--- config.mk ---
export PLATFORM = sky130hd
export DESIGN_NAME = xorshift_range_generator_flat
export DESIGN_NICKNAME = d
export VERILOG_FILES = /design/src/xrg_pkg.sv /design/src/xrg_if.sv /design/src/xrg_cell.sv /design/src/xrg_div_row.sv /design/src/xorshift_range_generator.sv /design/src/flat_wrapper.sv
export SDC_FILE = /design/constraint.sdc
export NUM_CORES = 1
export LEC_CHECK = 0
export BUFFER_PORTS_ARGS = -buffer_cell sky130_fd_sc_hd__buf_2
export CAP_MARGIN = 40
export CORE_MARGIN = 2
export CORE_UTILIZATION = 45
export DETAILED_ROUTE_END_ITERATION = 16
export PLACE_DENSITY_LB_ADDON = 0.12
export SLEW_MARGIN = 20
export SYNTH_ARGS = -nofsm -noshare
export SYNTH_HDL_FRONTEND = slang
export SYNTH_SLANG_ARGS = --single-unit
--- constraint.sdc ---
create_clock -name clock -period 4.9 [get_ports clock]
set_input_delay 0 -clock clock [delete_from_list [all_inputs] [get_ports clock]]
set_output_delay 0 -clock clock [all_outputs]
set_load 0.1 [all_outputs]
--- src/xrg_pkg.sv ---
`timescale 1ns / 1ps
// Package for the xorshift range generator: widths, register indexes,
// cell and divider control types. No dependencies.
package xrg_pkg;
   localparam int unsigned DataWidth  = 32;
   localparam int unsigned IndexWidth = 2;
   localparam int unsigned CntWidth   = 6;
   localparam int unsigned ShiftA     = 13;
   localparam int unsigned ShiftB     = 17;
   localparam int unsigned ShiftC     = 5;

   typedef logic [DataWidth-1:0]  word_type;
   typedef logic [IndexWidth-1:0] index_type;

   localparam index_type RegSeed = 2'd0;
   localparam index_type RegLow  = 2'd1;
   localparam index_type RegHigh = 2'd2;

   localparam word_type SeedReset = 32'd1;
   localparam word_type LowReset  = 32'd0;
   localparam word_type HighReset = 32'hFFFF_FFFF;

   // control handed along the divider row
   typedef struct packed {
      logic load;
      logic shift;
   } cell_ctrl_type;

   function automatic word_type advance(input word_type s);
      word_type t;
      t = s ^ (s << ShiftA);
      t = t ^ (t >> ShiftB);
      t = t ^ (t << ShiftC);
      return t;
   endfunction
endpackage

--- src/xrg_if.sv ---
`timescale 1ns / 1ps
// Valid/ready channel interfaces for request, response and register writes.
// Depends on xrg_pkg.
interface xrg_req_if;
   logic valid;
   logic ready;
   logic restart;
   modport source (output valid, output restart, input ready);
   modport sink   (input valid, input restart, output ready);
endinterface

interface xrg_rsp_if;
   logic                valid;
   logic                ready;
   xrg_pkg::word_type   ranged_value;
   xrg_pkg::word_type   raw_state;
   modport source (output valid, output ranged_value, output raw_state, input ready);
   modport sink   (input valid, input ranged_value, input raw_state, output ready);
endinterface

interface xrg_csr_if;
   logic                valid;
   logic                ready;
   xrg_pkg::index_type  index;
   xrg_pkg::word_type   data;
   modport source (output valid, output index, output data, input ready);
   modport sink   (input valid, input index, input data, output ready);
endinterface

--- src/xrg_cell.sv ---
`timescale 1ns / 1ps
// One bit cell of the restoring divider row: holds one remainder and one
// quotient bit, takes its neighbour's bits each step. Depends on xrg_pkg.
module xrg_cell (
   input  logic                   clock,
   input  xrg_pkg::cell_ctrl_type ctrl,
   input  logic                   load_bit,
   input  logic                   rem_lower,
   input  logic                   rem_new,
   input  logic                   quo_lower,
   input  logic                   take,
   output logic                   rem_out,
   output logic                   quo_out
);
   logic rem_ff, rem_in;
   logic quo_ff, quo_in;

   always_comb begin
      rem_in = rem_ff;
      quo_in = quo_ff;
      if (ctrl.load) begin
         rem_in = 1'b0;
         quo_in = load_bit;
      end else if (ctrl.shift) begin
         rem_in = take ? rem_new : rem_lower;
         quo_in = quo_lower;
      end
   end

   always_ff @(posedge clock) begin
      rem_ff <= rem_in;
      quo_ff <= quo_in;
   end

   assign rem_out = rem_ff;
   assign quo_out = quo_ff;
endmodule

--- src/xrg_div_row.sv ---
`timescale 1ns / 1ps
// Row of bit cells forming a 32-step restoring remainder unit.
// Depends on xrg_pkg and xrg_cell.
module xrg_div_row (
   input  logic                   clock,
   input  xrg_pkg::cell_ctrl_type ctrl,
   input  xrg_pkg::word_type      dividend,
   input  xrg_pkg::word_type      divisor,
   output xrg_pkg::word_type      remainder
);
   localparam int unsigned W = xrg_pkg::DataWidth;

   logic [W-1:0] rem_q, quo_q;
   logic [W:0]   trial;
   logic [W:0]   diff;
   logic         take;

   assign trial = {rem_q, quo_q[W-1]};
   assign diff  = trial - {1'b0, divisor};
   assign take  = ~diff[W];

   for (genvar i = 0; i < W; i++) begin : g_cell
      xrg_cell u_cell (
         .clock     (clock),
         .ctrl      (ctrl),
         .load_bit  (dividend[i]),
         .rem_lower (trial[i]),
         .rem_new   (diff[i]),
         .quo_lower ((i == 0) ? 1'b0 : quo_q[(i == 0) ? 0 : i-1]),
         .take      (take),
         .rem_out   (rem_q[i]),
         .quo_out   (quo_q[i])
      );
   end

   assign remainder = rem_q;
endmodule

--- src/xorshift_range_generator.sv ---
`timescale 1ns / 1ps
// Top level of the xorshift range generator.
// Depends on xrg_pkg, xrg_if and xrg_div_row.
//
// Use: each request transfer on req_ (restart bit) steps a 32-bit xorshift32
// state, first reloading it from the seed register when restart is set. One
// response transfer on rsp_ follows per request, carrying the new state and
// range_low + state mod span, span = range_high - range_low + 1 (mod 2^32).
// A span of zero means the full range and skips the divider.
// csr_ writes register index 0 seed, 1 range_low, 2 range_high; other
// indexes are dropped. Write only while idle.
// From a request transfer: the state steps on the transfer edge, then the
// bit-cell row loads, takes 32 divider steps and the finish stage writes
// the output register; for full range the load state writes it directly.
// A new request is taken only once the previous one has left for the output register.
// Reset restores seed 1, range 0..0xFFFFFFFF and state 1, clears the
// sequencer; no clearing pass. If the receiver stalls, the result is held
// in the output register; one further request is taken and waits in the finish
// stage (load state if full range), then requests stall until the register frees.
module xorshift_range_generator (
   input logic         clock,
   input logic         reset,
   xrg_req_if.sink     req,
   xrg_rsp_if.source   rsp,
   xrg_csr_if.sink     csr
);
   localparam logic [1:0] StIdle = 2'd0;
   localparam logic [1:0] StLoad = 2'd1;
   localparam logic [1:0] StDiv  = 2'd2;
   localparam logic [1:0] StOut  = 2'd3;
   localparam logic [xrg_pkg::CntWidth-1:0] LastStep =
      xrg_pkg::CntWidth'(xrg_pkg::DataWidth - 1);

   xrg_pkg::word_type seed_ff, low_ff, high_ff, state_ff, state_in;
   xrg_pkg::word_type span_ff, span_in, value_ff, value_in, remainder;
   xrg_pkg::word_type raw_ff, raw_in;
   logic [1:0] st_ff, st_in;
   logic [xrg_pkg::CntWidth-1:0] cnt_ff, cnt_in;
   logic valid_ff, valid_in;
   xrg_pkg::cell_ctrl_type ctrl;
   logic req_xfer, rsp_xfer, out_free;
   xrg_pkg::word_type next_state;

   assign req.ready = (st_ff == StIdle);
   assign csr.ready = 1'b1;
   assign req_xfer  = req.valid && req.ready;
   assign rsp_xfer  = rsp.valid && rsp.ready;
   assign out_free  = !valid_ff || rsp_xfer;
   assign next_state = xrg_pkg::advance(req.restart ? seed_ff : state_ff);

   always_ff @(posedge clock) begin
      if (reset) begin
         seed_ff <= xrg_pkg::SeedReset;
         low_ff  <= xrg_pkg::LowReset;
         high_ff <= xrg_pkg::HighReset;
      end else if (csr.valid) begin
         unique case (csr.index)
            xrg_pkg::RegSeed: seed_ff <= csr.data;
            xrg_pkg::RegLow:  low_ff  <= csr.data;
            xrg_pkg::RegHigh: high_ff <= csr.data;
            default: ;
         endcase
      end
   end

   always_comb begin
      st_in    = st_ff;
      cnt_in   = cnt_ff;
      state_in = state_ff;
      span_in  = span_ff;
      value_in = value_ff;
      raw_in   = raw_ff;
      valid_in = valid_ff && !rsp_xfer;
      ctrl     = '0;
      unique case (st_ff)
         StIdle: begin
            if (req_xfer) begin
               state_in = next_state;
               span_in  = high_ff - low_ff + 32'd1;
               st_in    = StLoad;
            end
         end
         StLoad: begin
            if (span_ff == '0) begin
               if (out_free) begin
                  value_in = low_ff + state_ff;
                  raw_in   = state_ff;
                  valid_in = 1'b1;
                  st_in    = StIdle;
               end
            end else begin
               ctrl.load = 1'b1;
               cnt_in    = '0;
               st_in     = StDiv;
            end
         end
         StDiv: begin
            ctrl.shift = 1'b1;
            cnt_in     = cnt_ff + 1'b1;
            if (cnt_ff == LastStep) st_in = StOut;
         end
         StOut: begin
            if (out_free) begin
               value_in = low_ff + remainder;
               raw_in   = state_ff;
               valid_in = 1'b1;
               st_in    = StIdle;
            end
         end
         default: st_in = StIdle;
      endcase
   end

   always_ff @(posedge clock) begin
      if (reset) begin
         st_ff    <= StIdle;
         cnt_ff   <= '0;
         valid_ff <= 1'b0;
         state_ff <= xrg_pkg::SeedReset;
      end else begin
         st_ff    <= st_in;
         cnt_ff   <= cnt_in;
         valid_ff <= valid_in;
         state_ff <= state_in;
      end
   end

   always_ff @(posedge clock) begin
      span_ff  <= span_in;
      value_ff <= value_in;
      raw_ff   <= raw_in;
   end

   xrg_div_row u_div (
      .clock     (clock),
      .ctrl      (ctrl),
      .dividend  (state_ff),
      .divisor   (span_ff),
      .remainder (remainder)
   );

   assign rsp.valid        = valid_ff;
   assign rsp.ranged_value = value_ff;
   assign rsp.raw_state    = raw_ff;

   a_no_accept_busy: assert property (@(posedge clock) disable iff (reset)
      st_ff != StIdle |-> !req.ready) else $error("request taken while busy");
   a_stall_hold: assert property (@(posedge clock) disable iff (reset)
      rsp.valid && !rsp.ready |=> rsp.valid && $stable(rsp.raw_state))
      else $error("response lost under stall");
   a_div_len: assert property (@(posedge clock) disable iff (reset)
      st_ff == StDiv && cnt_ff == LastStep |=> st_ff == StOut)
      else $error("divider step count wrong");
   a_zero_stays: assert property (@(posedge clock) disable iff (reset)
      req_xfer && !req.restart && state_ff == '0 |=> state_ff == '0)
      else $error("zero state left zero");
endmodule
--- src/flat_wrapper.sv ---
// flat-port wrapper written by rule: the top's interface ports become plain ports
module xorshift_range_generator_flat 
  (clock, reset, req_valid, req_restart, req_ready, rsp_valid, rsp_ranged_value, rsp_raw_state, rsp_ready, csr_valid, csr_index, csr_data, csr_ready);
  xrg_req_if req_i ();
  xrg_rsp_if rsp_i ();
  xrg_csr_if csr_i ();
  input logic clock;
  input logic reset;
  input wire logic [$bits(req_i.valid)-1:0] req_valid;
  input wire logic [$bits(req_i.restart)-1:0] req_restart;
  output wire logic [$bits(req_i.ready)-1:0] req_ready;
  output wire logic [$bits(rsp_i.valid)-1:0] rsp_valid;
  output wire logic [$bits(rsp_i.ranged_value)-1:0] rsp_ranged_value;
  output wire logic [$bits(rsp_i.raw_state)-1:0] rsp_raw_state;
  input wire logic [$bits(rsp_i.ready)-1:0] rsp_ready;
  input wire logic [$bits(csr_i.valid)-1:0] csr_valid;
  input wire logic [$bits(csr_i.index)-1:0] csr_index;
  input wire logic [$bits(csr_i.data)-1:0] csr_data;
  output wire logic [$bits(csr_i.ready)-1:0] csr_ready;
  assign req_i.valid = req_valid;
  assign req_i.restart = req_restart;
  assign req_ready = req_i.ready;
  assign rsp_valid = rsp_i.valid;
  assign rsp_ranged_value = rsp_i.ranged_value;
  assign rsp_raw_state = rsp_i.raw_state;
  assign rsp_i.ready = rsp_ready;
  assign csr_i.valid = csr_valid;
  assign csr_i.index = csr_index;
  assign csr_i.data = csr_data;
  assign csr_ready = csr_i.ready;
  xorshift_range_generator u_core (.clock(clock), .reset(reset), .req(req_i), .rsp(rsp_i), .csr(csr_i));
endmodule
# Word-level counts from Yosys, hierarchy flattened
# Cells that the tools add are included.
# word_totals
register_bits	297
inputBits	40
output_inout_bits	67
wordCells	232
# op_classes
add_sub_neg	6
n_eq_ne	12
n_mux	117
n_bitwise	3
n_reduce_logical	20
# ops
cell	count
2-to-1 mux 32 bit	6
case mux 32 bit (2 select lines)	2
2-to-1 mux 1 bit	101
adder 32 bit	2
XOR 32 bit	2
subtractor 33 x 32 -> 33 bit	1
adder 32 x 1 -> 32 bit (second input constant)	1
logical NOT 32 bit	1
subtractor 32 bit	1
XOR 32 x 15 -> 32 bit	1
AND reduction 2 bit	7
case mux 6 bit (2 select lines)	1
2-to-1 mux 2 bit	4
inequality test 2 x 1 -> 1 bit (second input constant)	4
case mux 2 bit (4 select lines)	1
adder 6 x 1 -> 6 bit (second input constant)	1
equality test 2 bit (second input constant)	3
equality test 6 x 5 -> 1 bit (second input constant)	1
2-to-1 mux 6 bit	1
nonzero test 2 bit	3
equality test 2 x 1 -> 1 bit (second input constant)	2
logical NOT 2 bit	2
inequality test 2 bit (second input constant)	2
AND reduction 4 bit	1
other kinds (4)	7

# Logic depth before layout (Yosys ltp)
# Gate-level depths: netlist of the first run.
# logic_depth
ltp_word	6
ltp_mapped	18
ltp_nobuf	16

# Modules after synthesis
# From an unflattened synthesis of the first run, not the netlist that was laid out.
# hier_totals
hier_cells	1888
area_unflattened_um2	17972.2
# modules_own_cells
module	instances	cells_each	area_per_inst_um2	seq_area_each_um2
xorshift_range_generator	1	1397	13075.0	5625.4
xrg_cell	32	7	93.8	50.0
xrg_div_row	1	267	1894.3	0.0

# Worst setup path after synthesis of the first run
# Ideal clock, no wire load.
# synth_timing
path_type	register to register
start	reg u_core.st_ff[1]
end	reg u_core.span_ff[0], enable pin
setup_ns	0.409
t_arrival_ns	3.778
required_ns	4.491
setup_slack_ns	0.713
stages_incl_launch_ff	7
path_buffers	3
period_less_slack_ns	4.187
cell_sequence	dfxtp_1 -> clkbuf_1 -> nor2_1 -> nand2_1 -> inv_1 -> clkbuf_1 -> buf_1
# synth_between
elab_chain_len	3
# synth_lines
item	line_no	rtl
start: declaration	xorshift_range_generator.sv:37	logic [1:0] st_ff, st_in;
start signal: assignment	xorshift_range_generator.sv:116	st_ff <= StIdle;
start signal: assignment	xorshift_range_generator.sv:121	st_ff <= st_in;
logical NOT 2 bit (*)	xorshift_range_generator.sv:44	assign req.ready = (st_ff == StIdle);
net req_ready	flat_wrapper.sv:11	output wire logic [$bits(req_i.ready)-1:0] req_ready;
logical AND 1 bit	xorshift_range_generator.sv:46	assign req_xfer = req.valid && req.ready;
AND reduction 2 bit (no source line) (*)	n/a	
end signal: assignment	xorshift_range_generator.sv:129	span_ff <= span_in;
end: declaration	xorshift_range_generator.sv:35	xrg_pkg::word_type span_ff, span_in, value_ff, value_in, remainder;
# The timed path passes the listed nets; every way through them passes the cells marked *.
# A chain may end at the register's enable or synchronous reset.

# Final worst setup path of the first run
# layout_timing
start	reg u_core.st_ff[0]
end	reg u_core.value_ff[29], in the netlist u_core.rsp.ranged_value[29] (data pin)
# layout_between
elab_chain_len	2
word_cells_on_any_way	3
classes_between	2 x eq/ne; 1 x mux
# layout_lines
item	line_no	rtl
equality test 2 bit or equality test 2 x 1 -> 1 bit (tied branches)	xorshift_range_generator.sv:75	unique case (st_ff)
case mux 32 bit (2 select lines) (*)	xorshift_range_generator.sv:75	
net u_core.value_in[29]	xorshift_range_generator.sv:35	
end signal: assignment	xorshift_range_generator.sv:130	value_ff <= value_in;
end: declaration	xorshift_range_generator.sv:35	
# Marks and branches as above.

==> metrics, run 1 <==
multiplexer area fraction after synthesis 0.0632; max-cap violation count 0; Clock transition at path regs 0.06 ns; CTS tree built; number of buffers on the longest clock path 3; routed via count 13306; Die Footprint 39400 um^2; Cell variety after synth 73; flip-flop and latch count after synthesis 297; global route total overflow 0; total area of sequential cells 7230 um^2; Die Span Y 198 um; width of the chip 198 um; Net Count, Synth 1968; Layout area overhead 14.9%; routed via count divided by cell count 5.41; largest family of logic cells by synthesized area compound AO/OA/AOI/OAI gates; final core utilization 0.522; relative max-transition margin 0.516; routed length per placed instance 19.6 um; GRT Max-Usage Layer met2; XOR/XNOR share of the synthesized area 0.0881; critical path start-end classification reg -> reg; setup-violating endpoint count in the final report 0; summed negative setup slack over all endpoints 0 ns; length of the first detailed-routing pass in iterations 5; post-route antenna net violation count 0; number of antenna violations at the first check in global routing 0; via count of the first global-routing pass 12453; Max Clk Rate 0.236 GHz; Synth Cell Area 17000 um^2; met1 global-route usage 0.358; hold violation total from the final report 0; CTS sink count 297; Post-Layout Cell Count 2458; number of CTS-inserted buffers 35; net count reported at finish 2093; number of diodes added for antenna fixing 0; IO Port Bufs 105; CTS root buf sky130_fd_sc_hd__clkbuf_16; adder-cell share of the synthesized area 0.0977; Ys Warns 0; starting density of the core 0.455; Slew Viols, Final 0; Seq/Total Area, Yosys 0.425; worst clock skew 0.0170 ns; first-pass GRT wire length 73500 um; post-layout min period 4.24 ns; latest clock arrival within the worst-skew pair 0.53 ns; GRT Resource Usage Total 0.246; layout cell share with drive strength beyond 1 0.133; critical path peak fanout 10; global routing met3 resource utilization 0.0351; maximum ir drop on the vdd rail 205 uV; count of unresolved DRC violations after routing 0; setup repair after global routing missed its margin no; Cells after Synth 1797; Reg2Reg Depth 13; violation count after the first detailed-routing iteration 764; standard cell core area 37400 um^2; post-synthesis async set-or-reset flop share 0; instance count along the most critical hold path 5; hold buffers post-CTS 34; startpoint type of the worst setup path register; compound-gate portion of the synthesized area 0.150; WP data required 5.17 ns; combined area of the multi-input logic cells 9130 um^2; class of the worst hold path in -> reg; synthesized area divided by synthesized cell count 9.46 um^2; number of instances in the placed design 2360; run status finished, final reports clean; I/O pin cnt 107; Simple-Gate Fraction of Synth Area 0.136; filler instances 3483; ys flop type sky130_fd_sc_hd__dfxtp_1; sum of routed wire length over all layers 48200 um; number of levels in the clock H-tree 2; fraction of met2 tracks used by global routing 0.373; Leakage 8.13 nW; detailed placement HPWL 35700 um; number of cell rows 71; sort of element at the end of the critical path register; slew at the pin with the worst max-slew slack 0.727 ns; post-route fraction of the period consumed by the critical path 0.866; gpl congestion 0.940; pin count of the biggest net entering global routing 81; number of flops mapped to enable cells by yosys 128; power per standard cell area 393 nW/um^2; data arrival time at the worst-slack endpoint 4.51 ns; number of setup buffers added after CTS 0; number of cells upsized or downsized after cts 0
cells in the mapped netlist (all sizes together), types with 7 or more instances:
master	n	share of area
a21o	39	0.017
dfxtp	169	0.20
mux2	59	0.039
nor3	9	0.0033
nor4	9	0.0033
nand2b	12	0.0044
clkbuf	62	0.014
o21ai	79	0.023
a31oi	8	0.0038
o21a	11	0.0053
nor2b	12	0.0044
and3	15	0.0055
inv	100	0.022
o21bai	7	0.0031
ha	128	0.094
a211oi	27	0.012
mux2i	41	0.024
xor2	46	0.024
buf	10	0.0040
xnor2	123	0.064
nand3	14	0.0041
nand2	264	0.058
edfxtp	128	0.23
nand4	15	0.0055
nand3b	37	0.016
a21oi	182	0.055
nor2	117	0.026
logic make-up after synthesis:
group / count (synthesis)
simple gates: 517
flops: 297
mux: 100
compound gates: 410
other cells: 1
fa+ha+maj: 131
buf+inv: 172
xor+xnor: 169
sequential cells by signal, summed over array words and instances (netlist names):
name / flops
u_core.cnt_ff: 6
u_core.high_ff: 32
u_core.low_ff: 32
u_core.rsp.ranged_value: 32
u_core.rsp.raw_state: 32
u_core.rsp.valid: 1
u_core.seed_ff: 32
u_core.span_ff: 32
u_core.st_ff: 2
u_core.state_ff: 32
u_core.u_div.g_cell.u_cell.quo_out: 32
u_core.u_div.g_cell.u_cell.rem_out: 32
final timing paths:
check                                  startpoint                                     to  slack [ns]
hold / removal                       csr_index[1]        u_core.seed_ff[14]$_SDFFE_PP0P_        0.14
setup / recovery     u_core.st_ff[0]$_SDFFE_PP0P_  u_core.rsp.ranged_value[29]$_DFFE_PP_        0.66
setup reg to reg     u_core.st_ff[0]$_SDFFE_PP0P_  u_core.rsp.ranged_value[29]$_DFFE_PP_        0.66
hold reg to reg   u_core.high_ff[11]$_SDFFE_PP1P_        u_core.high_ff[11]$_SDFFE_PP1P_        0.48
layout make-up:
cell class	count	area share
multi-input combinational	1328	0.467
inverter	100	0.0192
sequential	297	0.370
clock buffer	50	0.0514
timing repair buffer	160	0.0550
clock inverter	12	0.00468
tap	511	0.0327
stage by stage:
| stage | instance area (um^2) | worst slack [ns] | power, mW | hold WS (ns) |
|---|---|---|---|---|
| after floorplan | 17000 | 0.713 | 4.63 | 0.121 |
| after global placement | 18000 | 0.823 | 5.15 | 0.252 |
| after detailed placement | 18100 | 0.746 | 5.18 | 0.257 |
| after global routing | 19500 | 0.408 | 8.06 | 0.159 |
| after CTS | 19500 | 0.741 | 7.74 | 0.0563 |
| final | 19500 | 0.658 | 7.68 | 0.141 |
worst max-delay path: stages, from the launching register on:
cell,delay [ns]
sky130_fd_sc_hd__dfxtp_1,0.49
sky130_fd_sc_hd__nand2_1,0.36
sky130_fd_sc_hd__mux2_2,0.39
sky130_fd_sc_hd__ha_1,0.35
sky130_fd_sc_hd__a21o_1,0.18
sky130_fd_sc_hd__a21oi_1,0.35
sky130_fd_sc_hd__o21ai_0,0.13
sky130_fd_sc_hd__a2111oi_0,0.42
sky130_fd_sc_hd__o31a_1,0.27
sky130_fd_sc_hd__nor2_1,0.09
sky130_fd_sc_hd__a21oi_1,0.38
sky130_fd_sc_hd__o21ai_0,0.30
sky130_fd_sc_hd__mux2i_1,0.21
sky130_fd_sc_hd__nand3_1,0.08
layer usage:
metal | vias up | share of wire
met2 | 343 | 0.43
li1 | 6583 | -
met5 | - | 0
met3 | 78 | 0.053
met4 | 0 | 0.031
met1 | 6302 | 0.49
where the power goes:
group | switching [mW] | internal [mW]
sequential | 0.282 | 2.91
clock | 1.03 | 1.48
combinational | 1.16 | 0.815
cells in the final DEF (no fill, tap or decap), types with 12 or more instances in the layout:
cell type | Yosys | layout
sky130_fd_sc_hd__xor2_1 | 46 | 46
sky130_fd_sc_hd__ha_1 | 128 | 128
sky130_fd_sc_hd__dlygate4sd3_1 | 0 | 35
sky130_fd_sc_hd__nand4_1 | 15 | 15
sky130_fd_sc_hd__nand3b_1 | 37 | 37
sky130_fd_sc_hd__nand2b_1 | 12 | 12
sky130_fd_sc_hd__and3_1 | 15 | 15
sky130_fd_sc_hd__nor2b_1 | 12 | 12
sky130_fd_sc_hd__nor2_1 | 117 | 114
sky130_fd_sc_hd__inv_1 | 100 | 99
sky130_fd_sc_hd__buf_2 | 0 | 104
sky130_fd_sc_hd__nand2_1 | 264 | 264
sky130_fd_sc_hd__a21oi_1 | 177 | 177
sky130_fd_sc_hd__xnor2_1 | 122 | 122
sky130_fd_sc_hd__mux2_2 | 59 | 59
sky130_fd_sc_hd__edfxtp_1 | 128 | 128
sky130_fd_sc_hd__mux2i_1 | 41 | 41
sky130_fd_sc_hd__dfxtp_1 | 169 | 169
sky130_fd_sc_hd__a21o_1 | 39 | 39
sky130_fd_sc_hd__clkbuf_16 | 0 | 37
sky130_fd_sc_hd__buf_4 | 2 | 18
sky130_fd_sc_hd__a211oi_1 | 27 | 27
sky130_fd_sc_hd__nand3_1 | 14 | 14
sky130_fd_sc_hd__o21ai_0 | 72 | 72
Power figures use the tool's default switching activity.
==> run 2, diff against run 1 <==
Settings changed: BUFFER_PORTS_ARGS -buffer_cell sky130_fd_sc_hd__buf_2 to -buffer_cell sky130_fd_sc_hd__clkbuf_2, RECOVER_POWER from default to 50.
==> run 2 against run 1 <==
Against the previous run:
- the flow now finishes with violations (capacitance limit, slew limit)
- die area unchanged
- sequential cell count did not move
- maximum frequency up 0.98%
- final cell count rose by 0.16%
- critical path depth unchanged
- critical path type unchanged
- largest cell class unchanged
==> metrics, run 2 (synthesized netlist as in run 1, its figures left out) <==
starting density of the core 0.455 (unchanged); Combinational Power Share 0.254 (was 0.257); Die Footprint 39400 um^2 (unchanged); hold violation total from the final report 0 (unchanged); run status finished with violations (was finished, final reports clean); violated checks capacitance limit, slew limit; Slew Viols, Final 127 (was 0); CTS root buf sky130_fd_sc_hd__clkbuf_16 (unchanged); startpoint type of the worst setup path register (unchanged); Die Span Y 198 um (unchanged); maximum ir drop on the vdd rail 229 uV (was 205 uV); Leakage 7.97 nW (was 8.13 nW); WP data required 5.18 ns (was 5.17 ns); I/O pin cnt 107 (unchanged); routed via count divided by cell count 5.38 (was 5.41); number of CTS-inserted buffers 35 (unchanged); routed length per placed instance 19.3 um (was 19.6 um); Sw Share 0.322 (about the same); number of cell rows 71 (unchanged); global route total overflow 0 (unchanged); layout cell share with drive strength beyond 1 0.0969 (was 0.133); number of buffers on the longest clock path 3 (unchanged); Clock transition at path regs 0.06 ns (about the same); most frequent cells in the layout sky130_fd_sc_hd__nand2_1 (264), sky130_fd_sc_hd__a21oi_1 (177), sky130_fd_sc_hd__dfxtp_1 (169) (unchanged); most common cell after layout, fill and taps aside sky130_fd_sc_hd__nand2_1 (unchanged); length of the first detailed-routing pass in iterations 5 (unchanged); clock share of power 0.334 (was 0.327); net count reported at finish 2096 (was 2093); count of unresolved DRC violations after routing 0 (unchanged); data arrival time at the worst-slack endpoint 4.48 ns (was 4.51 ns); flop-to-flop setup slack 0.70 ns (was 0.66 ns); slew at the pin with the worst max-slew slack 1.97 ns (was 0.727 ns); standard cell core area 37400 um^2 (unchanged); gpl congestion 0.952 (was 0.940); Sw Pwr 2.50 mW (was 2.47 mW); routed via count 13254 (was 13306); Max Clk Rate 0.238 GHz (was 0.236 GHz); via count of the first global-routing pass 12298 (was 12453); post-route antenna net violation count 0 (unchanged); design internal power 5.26 mW (was 5.21 mW); violation count after the first detailed-routing iteration 868 (was 764); Reg2Reg Depth 13 (unchanged); summed negative setup slack over all endpoints 0 ns (unchanged); post-layout min period 4.20 ns (was 4.24 ns); total area of sequential cells 7230 um^2 (unchanged); number of antenna violations at the first check in global routing 0 (unchanged); max-cap violation count 4 (was 0); width of the chip 198 um (unchanged); post-route fraction of the period consumed by the critical path 0.857 (was 0.866); pin count of the biggest net entering global routing 53 (was 81); instance count along the most critical hold path 4 (was 5); setup-violating endpoint count in the final report 0 (unchanged); filler instances 3479 (was 3483); number of setup buffers added after CTS 0 (unchanged); relative max-transition margin -0.315 (was 0.516); GRT Resource Usage Total 0.243 (was 0.246); first-pass GRT wire length 72300 um (was 73500 um); Flop pwr share 0.411 (was 0.416); combined area of the multi-input logic cells 9120 um^2 (was 9130 um^2); CTS tree built (unchanged); setup repair after global routing missed its margin no (unchanged); worst-case setup margin in the final layout 0.699 ns (was 0.658 ns); number of levels in the clock H-tree 2 (unchanged); IO Port Bufs 105 (unchanged); class of the worst hold path in -> reg (unchanged); sum of routed wire length over all layers 47500 um (was 48200 um); latest clock arrival within the worst-skew pair 0.55 ns (was 0.53 ns); sort of element at the end of the critical path register (unchanged); Place WS 0.807 ns (was 0.746 ns); detailed placement HPWL 35600 um (was 35700 um); critical path peak fanout 10 (unchanged); CTS sink count 297 (unchanged); worst clock skew 0.0165 ns (was 0.0170 ns); power per standard cell area 397 nW/um^2 (was 393 nW/um^2); number of diodes added for antenna fixing 0 (unchanged); critical path start-end classification reg -> reg (unchanged); Layout area overhead 14.9% (about the same)
==> run 2: cell count changes in the layout (fill, tap and decap cells not counted), sizes merged <==
cell / delta
buf: -108
clkbuf: +107
dlygate4sd3: +4
clkinvlp: +2
bufinv: -1
==> run 2: repair_timing <==
| action | in CTS | in global routing |
|---|---|---|
| hold endpoints to repair | 125 | 0 |
| gates resized for setup | 0 | 0 |
| hold buffers | 39 | 0 |
==> run 2: power groups by stage <==
stage	Clock, mW	Sequential (mW)	Combinational, mW
6_report	2.59	3.19	1.97
5_1_grt	2.75	3.21	2.18
4_1_cts	2.66	3.18	1.98
3_5_place_dp	0	3.24	1.94
3_3_place_gp	0	3.24	1.91
2_1_floorplan	0	3.17	1.45
==> run 2: cell type report <==
class / count / area share
Sequential cell: 297 / 0.370
Tap cell: 511 / 0.0327
Multi-Input combinational cell: 1328 / 0.467
Timing Repair Buffer: 163 / 0.0521
Clock inverter: 13 / 0.00423
Clock buffer: 50 / 0.0548
Inverter: 100 / 0.0192
==> run 2: stage by stage <==
| step | cells | hold slack [ns] | util | instance area (um^2) | power [mW] |
|---|---|---|---|---|---|
| floorplan | 1797 | 0.121 | - | 17000 | 4.63 |
| global placement | 2356 | 0.256 | 0.482 | 18000 | 5.15 |
| detailed placement | 2360 | 0.262 | 0.484 | 18100 | 5.18 |
| CTS | 2462 | 0.0830 | 0.525 | 19600 | 7.82 |
| global route | 2462 | 0.214 | 0.522 | 19500 | 8.13 |
| finish | 2462 | 0.170 | 0.522 | 19500 | 7.76 |
==> run 2: final timing paths <==
path / start / to
worst max register to register: u_core.st_ff[0]$_SDFFE_PP0P_ / u_core.rsp.ranged_value[29]$_DFFE_PP_
worst min-delay path: csr_index[1] / u_core.seed_ff[0]$_SDFFE_PP1P_
worst max-delay path: u_core.st_ff[0]$_SDFFE_PP0P_ / u_core.rsp.ranged_value[29]$_DFFE_PP_
worst min register to register: u_core.high_ff[1]$_SDFFE_PP1P_ / u_core.high_ff[1]$_SDFFE_PP1P_
==> run 2: critical path, cell delays in order, from the launching register on <==
cell	delay, ns
sky130_fd_sc_hd__dfxtp_1	0.39
sky130_fd_sc_hd__nand2_1	0.28
sky130_fd_sc_hd__clkbuf_1	0.36
sky130_fd_sc_hd__mux2_2	0.40
sky130_fd_sc_hd__ha_1	0.34
sky130_fd_sc_hd__nand2_1	0.10
sky130_fd_sc_hd__o21ai_0	0.32
sky130_fd_sc_hd__nand2_1	0.20
sky130_fd_sc_hd__o31a_1	0.36
sky130_fd_sc_hd__nor2_1	0.19
sky130_fd_sc_hd__a21oi_1	0.20
sky130_fd_sc_hd__o21ai_0	0.46
sky130_fd_sc_hd__mux2i_1	0.25
sky130_fd_sc_hd__nand3_1	0.09
==> run 2: per-layer routing <==
metal | vias to the layer above | global-route usage | share of wire
li1 | 6582 | - | -
met1 | 6261 | 0.360 | 0.49
met2 | 351 | 0.364 | 0.42
met3 | 60 | 0.0419 | 0.058
met4 | 0 | 0.0663 | 0.025
met5 | - | 0 | 0
==> run 3, diff against run 2 <==
Settings changed: ABC_AREA from default to 1, REMOVE_ABC_BUFFERS from default to 1.
Clock period 4.9 ns to 3.63 ns, I/O delays scaled along.
==> run 3 against run 2 <==
Against the previous run:
- the flow still finishes with violations (capacitance limit, slew limit)
- die area rose by 11%
- critical path type unchanged
- clock power is 35% higher
- synthesized area rose by 12%
- hold slack worse by 0.054 ns
- sequential cell count unchanged
- largest power group is now combinational cells
- critical endpoint is now u_core.rsp.ranged_value[27]$_DFFE_PP_
- utilization fell by 0.71 points
==> metrics, run 3 <==
run status finished with violations (unchanged); violated checks capacitance limit, slew limit (unchanged); met1 global-route usage 0.381 (was 0.360); Die Span Y 209 um (was 198 um); reg-to-reg endpoint u_core.rsp.ranged_value[27]$_DFFE_PP_ (was u_core.rsp.ranged_value[29]$_DFFE_PP_); total area of sequential cells 7230 um^2 (unchanged); Reg2Reg Depth 12 (was 13); net count reported at finish 2877 (was 2096); CTS tree built (unchanged); post-layout min period 3.28 ns (was 4.20 ns); standard cell core area 41900 um^2 (was 37400 um^2); power per standard cell area 708 nW/um^2 (was 397 nW/um^2); Max Clk Rate 0.305 GHz (was 0.238 GHz); number of flops mapped to enable cells by yosys 128 (unchanged); routed length per placed instance 19.0 um (was 19.3 um); WP data required 3.91 ns (was 5.18 ns); Synth area leader sky130_fd_sc_hd__edfxtp_1 (unchanged); critical-path cell list nand2_2 -> buf_4 -> o21ai_0 -> ha_1 -> a21oi_1 -> o21ai_0 -> a21oi_1 -> nor3_1 -> nor3_1 -> nand2_1 -> nand2_1 -> nand2_1 (was nand2_1 -> clkbuf_1 -> mux2_2 -> ha_1 -> nand2_1 -> o21ai_0 -> nand2_1 -> o31a_1 -> nor2_1 -> a21oi_1 -> o21ai_0 -> mux2i_1 -> nand3_1); number of setup buffers added after CTS 0 (unchanged); Leakage 10.1 nW (was 7.97 nW); length of the first detailed-routing pass in iterations 5 (unchanged); number of instances in the placed design 3166 (was 2360); layout cell share with drive strength beyond 1 0.0662 (was 0.0969); summed negative setup slack over all endpoints 0 ns (unchanged); starting density of the core 0.454 (was 0.455); first-pass GRT wire length 95200 um (was 72300 um); critical path peak fanout 38 (was 10); global route total overflow 0 (unchanged); multiplexer area fraction after synthesis 0 (was 0.0632); number of CTS-inserted buffers 35 (unchanged); largest family of logic cells by synthesized area simple AND/OR/NAND/NOR gates (was compound AO/OA/AOI/OAI gates); CTS sink count 297 (unchanged); slew at the pin with the worst max-slew slack 2.38 ns (was 1.97 ns); Slew Viols, Final 133 (was 127); routed via count 17138 (was 13254); end point of the worst hold path u_core.high_ff[5]$_SDFFE_PP1P_ (was u_core.seed_ff[0]$_SDFFE_PP1P_); most common cell after layout, fill and taps aside sky130_fd_sc_hd__nand2_1 (unchanged); reg-to-reg critical path startpoint u_core.st_ff[0]$_SDFFE_PP0P_ (unchanged); count of unresolved DRC violations after routing 0 (unchanged); ranking of synthesized cells by instance count sky130_fd_sc_hd__nand2_1 (644), sky130_fd_sc_hd__inv_1 (381), sky130_fd_sc_hd__a21oi_1 (203) (was sky130_fd_sc_hd__nand2_1 (264), sky130_fd_sc_hd__a21oi_1 (177), sky130_fd_sc_hd__dfxtp_1 (169)); Clock transition at path regs 0.06 ns (about the same); number of antenna violations at the first check in global routing 0 (unchanged); maximum ir drop on the vdd rail 556 uV (was 229 uV); violation count after the first detailed-routing iteration 988 (was 868); routed via count divided by cell count 5.24 (was 5.38); filler instances 4233 (was 3479); worst clock skew 0.0127 ns (was 0.0165 ns); Ys Warns 0 (unchanged); Synth Cell Area 19000 um^2 (was 17000 um^2); share of the synthesized area in the top cell type 0.202 (was 0.226); GRT Resource Usage Total 0.284 (was 0.243); compound-gate portion of the synthesized area 0.130 (was 0.150); fraction of met2 tracks used by global routing 0.474 (was 0.364); number of cell rows 75 (was 71); XOR/XNOR share of the synthesized area 0.0685 (was 0.0881); width of the chip 209 um (was 198 um); hold violation total from the final report 0 (unchanged); synthesized area divided by synthesized cell count 7.40 um^2 (was 9.46 um^2); worst-case setup margin in the final layout 0.350 ns (was 0.699 ns); sum of routed wire length over all layers 62300 um (was 47500 um); Simple-Gate Fraction of Synth Area 0.235 (was 0.136); detailed placement HPWL 49700 um (was 35600 um); pin count of the biggest net entering global routing 82 (was 53); Layout area overhead 13.5% (was 14.9%); flop-to-flop setup slack 0.35 ns (was 0.70 ns); via count of the first global-routing pass 16828 (was 12298); most used cell, CP sky130_fd_sc_hd__nand2_1 (unchanged); leading cell types by total area after synthesis sky130_fd_sc_hd__edfxtp_1 (20%), sky130_fd_sc_hd__dfxtp_1 (18%), sky130_fd_sc_hd__nand2_1 (13%) (was sky130_fd_sc_hd__edfxtp_1 (23%), sky130_fd_sc_hd__dfxtp_1 (20%), sky130_fd_sc_hd__ha_1 (9.4%)); Cell variety after synth 47 (was 73); combined area of the multi-input logic cells 9950 um^2 (was 9120 um^2); setup-violating endpoint count in the final report 0 (unchanged); Place WS 0.242 ns (was 0.807 ns); relative max-transition margin -0.585 (was -0.315); class of the worst hold path in -> reg (unchanged); number of buffers on the longest clock path 3 (unchanged); Seq/Total Area, Yosys 0.380 (was 0.425); slowest library cell on the worst path sky130_fd_sc_hd__buf_4 (was sky130_fd_sc_hd__o21ai_0); CTS root buf sky130_fd_sc_hd__clkbuf_16 (unchanged); number of diodes added for antenna fixing 0 (unchanged); global routing met3 resource utilization 0.0272 (was 0.0419); setup repair after global routing missed its margin no (unchanged); flip-flop and latch count after synthesis 297 (unchanged); biggest cell delay along the critical path 0.43 ns (was 0.46 ns); Die Footprint 43900 um^2 (was 39400 um^2); Largest delay share family, worst path compound AO/OA/AOI/OAI gates (unchanged); leading cell type by number of instances after synthesis sky130_fd_sc_hd__nand2_1 (unchanged); post-synthesis async set-or-reset flop share 0 (unchanged); ys flop type sky130_fd_sc_hd__dfxtp_1 (unchanged); gpl congestion 0.937 (was 0.952); instance count along the most critical hold path 5 (was 4); max-cap violation count 3 (was 4); startpoint type of the worst setup path register (unchanged); I/O pin cnt 107 (unchanged); HP Start csr_index[0] (was csr_index[1]); data arrival time at the worst-slack endpoint 3.56 ns (was 4.48 ns); worst path bufs/invs 1 (unchanged); sort of element at the end of the critical path register (unchanged); post-route antenna net violation count 0 (unchanged); Power, Total 15.3 mW (was 7.76 mW); number of levels in the clock H-tree 2 (unchanged); Post-Layout Cell Count 3272 (was 2462); most frequent cells in the layout sky130_fd_sc_hd__nand2_1 (643), sky130_fd_sc_hd__inv_1 (381), sky130_fd_sc_hd__o21ai_0 (204) (was sky130_fd_sc_hd__nand2_1 (264), sky130_fd_sc_hd__a21oi_1 (177), sky130_fd_sc_hd__dfxtp_1 (169)); GRT Max-Usage Layer met2 (unchanged); adder-cell share of the synthesized area 0.0875 (was 0.0977); IO Port Bufs 105 (unchanged); critical path start-end classification reg -> reg (unchanged); Cells after Synth 2566 (was 1797); latest clock arrival within the worst-skew pair 0.53 ns (was 0.55 ns); post-route fraction of the period consumed by the critical path 0.904 (was 0.857)
==> run 3: report_power, final <==
| part | switching (mW) | internal (mW) |
|---|---|---|
| clock network | 1.43 | 2.07 |
| logic | 4.94 | 1.86 |
| registers | 0.523 | 4.43 |
==> run 3: worst min-delay path, stage by stage <==
cell and delay (ns):
sky130_fd_sc_hd__clkbuf_2 0.12, sky130_fd_sc_hd__nor3_1 0.07, sky130_fd_sc_hd__inv_1 0.28, sky130_fd_sc_hd__nand2_1 0.08, sky130_fd_sc_hd__nand3_1 0.06
==> run 3: routing by layer <==
metal | wire [um] | share of wire
met1 | 28500 | 0.46
met4 | 2530 | 0.041
met3 | 2880 | 0.046
met5 | 0 | 0
met2 | 28400 | 0.46
==> run 3: logic make-up (layout without fill, tap and decap cells) <==
group,after synthesis,count (layout)
DFF,297,297
other,1,1
xor gates and xnor gates,125,125
buffers and inverters,466,633
AOI/OAI and AO/OA,462,462
adders and majority gates,131,131
and+or+nand+nor,1084,1084
==> run 3: final cells by class <==
class,instances,area share
Multi-Input combinational cell,1803,0.461
Sequential cell,297,0.335
Inverter,386,0.0672
Timing Repair Buffer,183,0.0526
Clock buffer,48,0.0443
Tap cell,539,0.0313
Clock inverter,16,0.00783
==> run 3: worst max path at each step <==
stage	from	end	cells past startpoint
after global placement	u_core.st_ff[0]$_SDFFE_PP0P_	u_core.rsp.ranged_value[17]$_DFFE_PP_	11
after floorplan	u_core.span_ff[10]$_DFFE_PP_	u_core.u_div.g_cell[0].u_cell.quo_out$_SDFFCE_PN0P_	4
after detailed placement	u_core.st_ff[1]$_SDFFE_PP0P_	u_core.rsp.ranged_value[17]$_DFFE_PP_	11
after CTS	u_core.st_ff[0]$_SDFFE_PP0P_	u_core.rsp.ranged_value[17]$_DFFE_PP_	11
after global routing	u_core.st_ff[0]$_SDFFE_PP0P_	u_core.rsp.ranged_value[27]$_DFFE_PP_	13
final	u_core.st_ff[0]$_SDFFE_PP0P_	u_core.rsp.ranged_value[27]$_DFFE_PP_	12
==> run 3: what timing repair did <==
item | 4_1_cts | 5_1_grt
resized for setup | 0 | 1
hold buffers | 41 | 0
endpoints found under the hold margin | 101 | 0
setup endpoints to repair | 0 | 1
==> run 3: through the flow <==
step / util / hold slack [ns] / area, um^2
CTS: 0.518 / 0.0291 / 21700
floorplan: - / 0.0691 / 18600
global placement: 0.480 / 0.253 / 20100
detailed placement: 0.482 / 0.260 / 20200
finish: 0.515 / 0.116 / 21600
global route: 0.515 / 0.142 / 21600
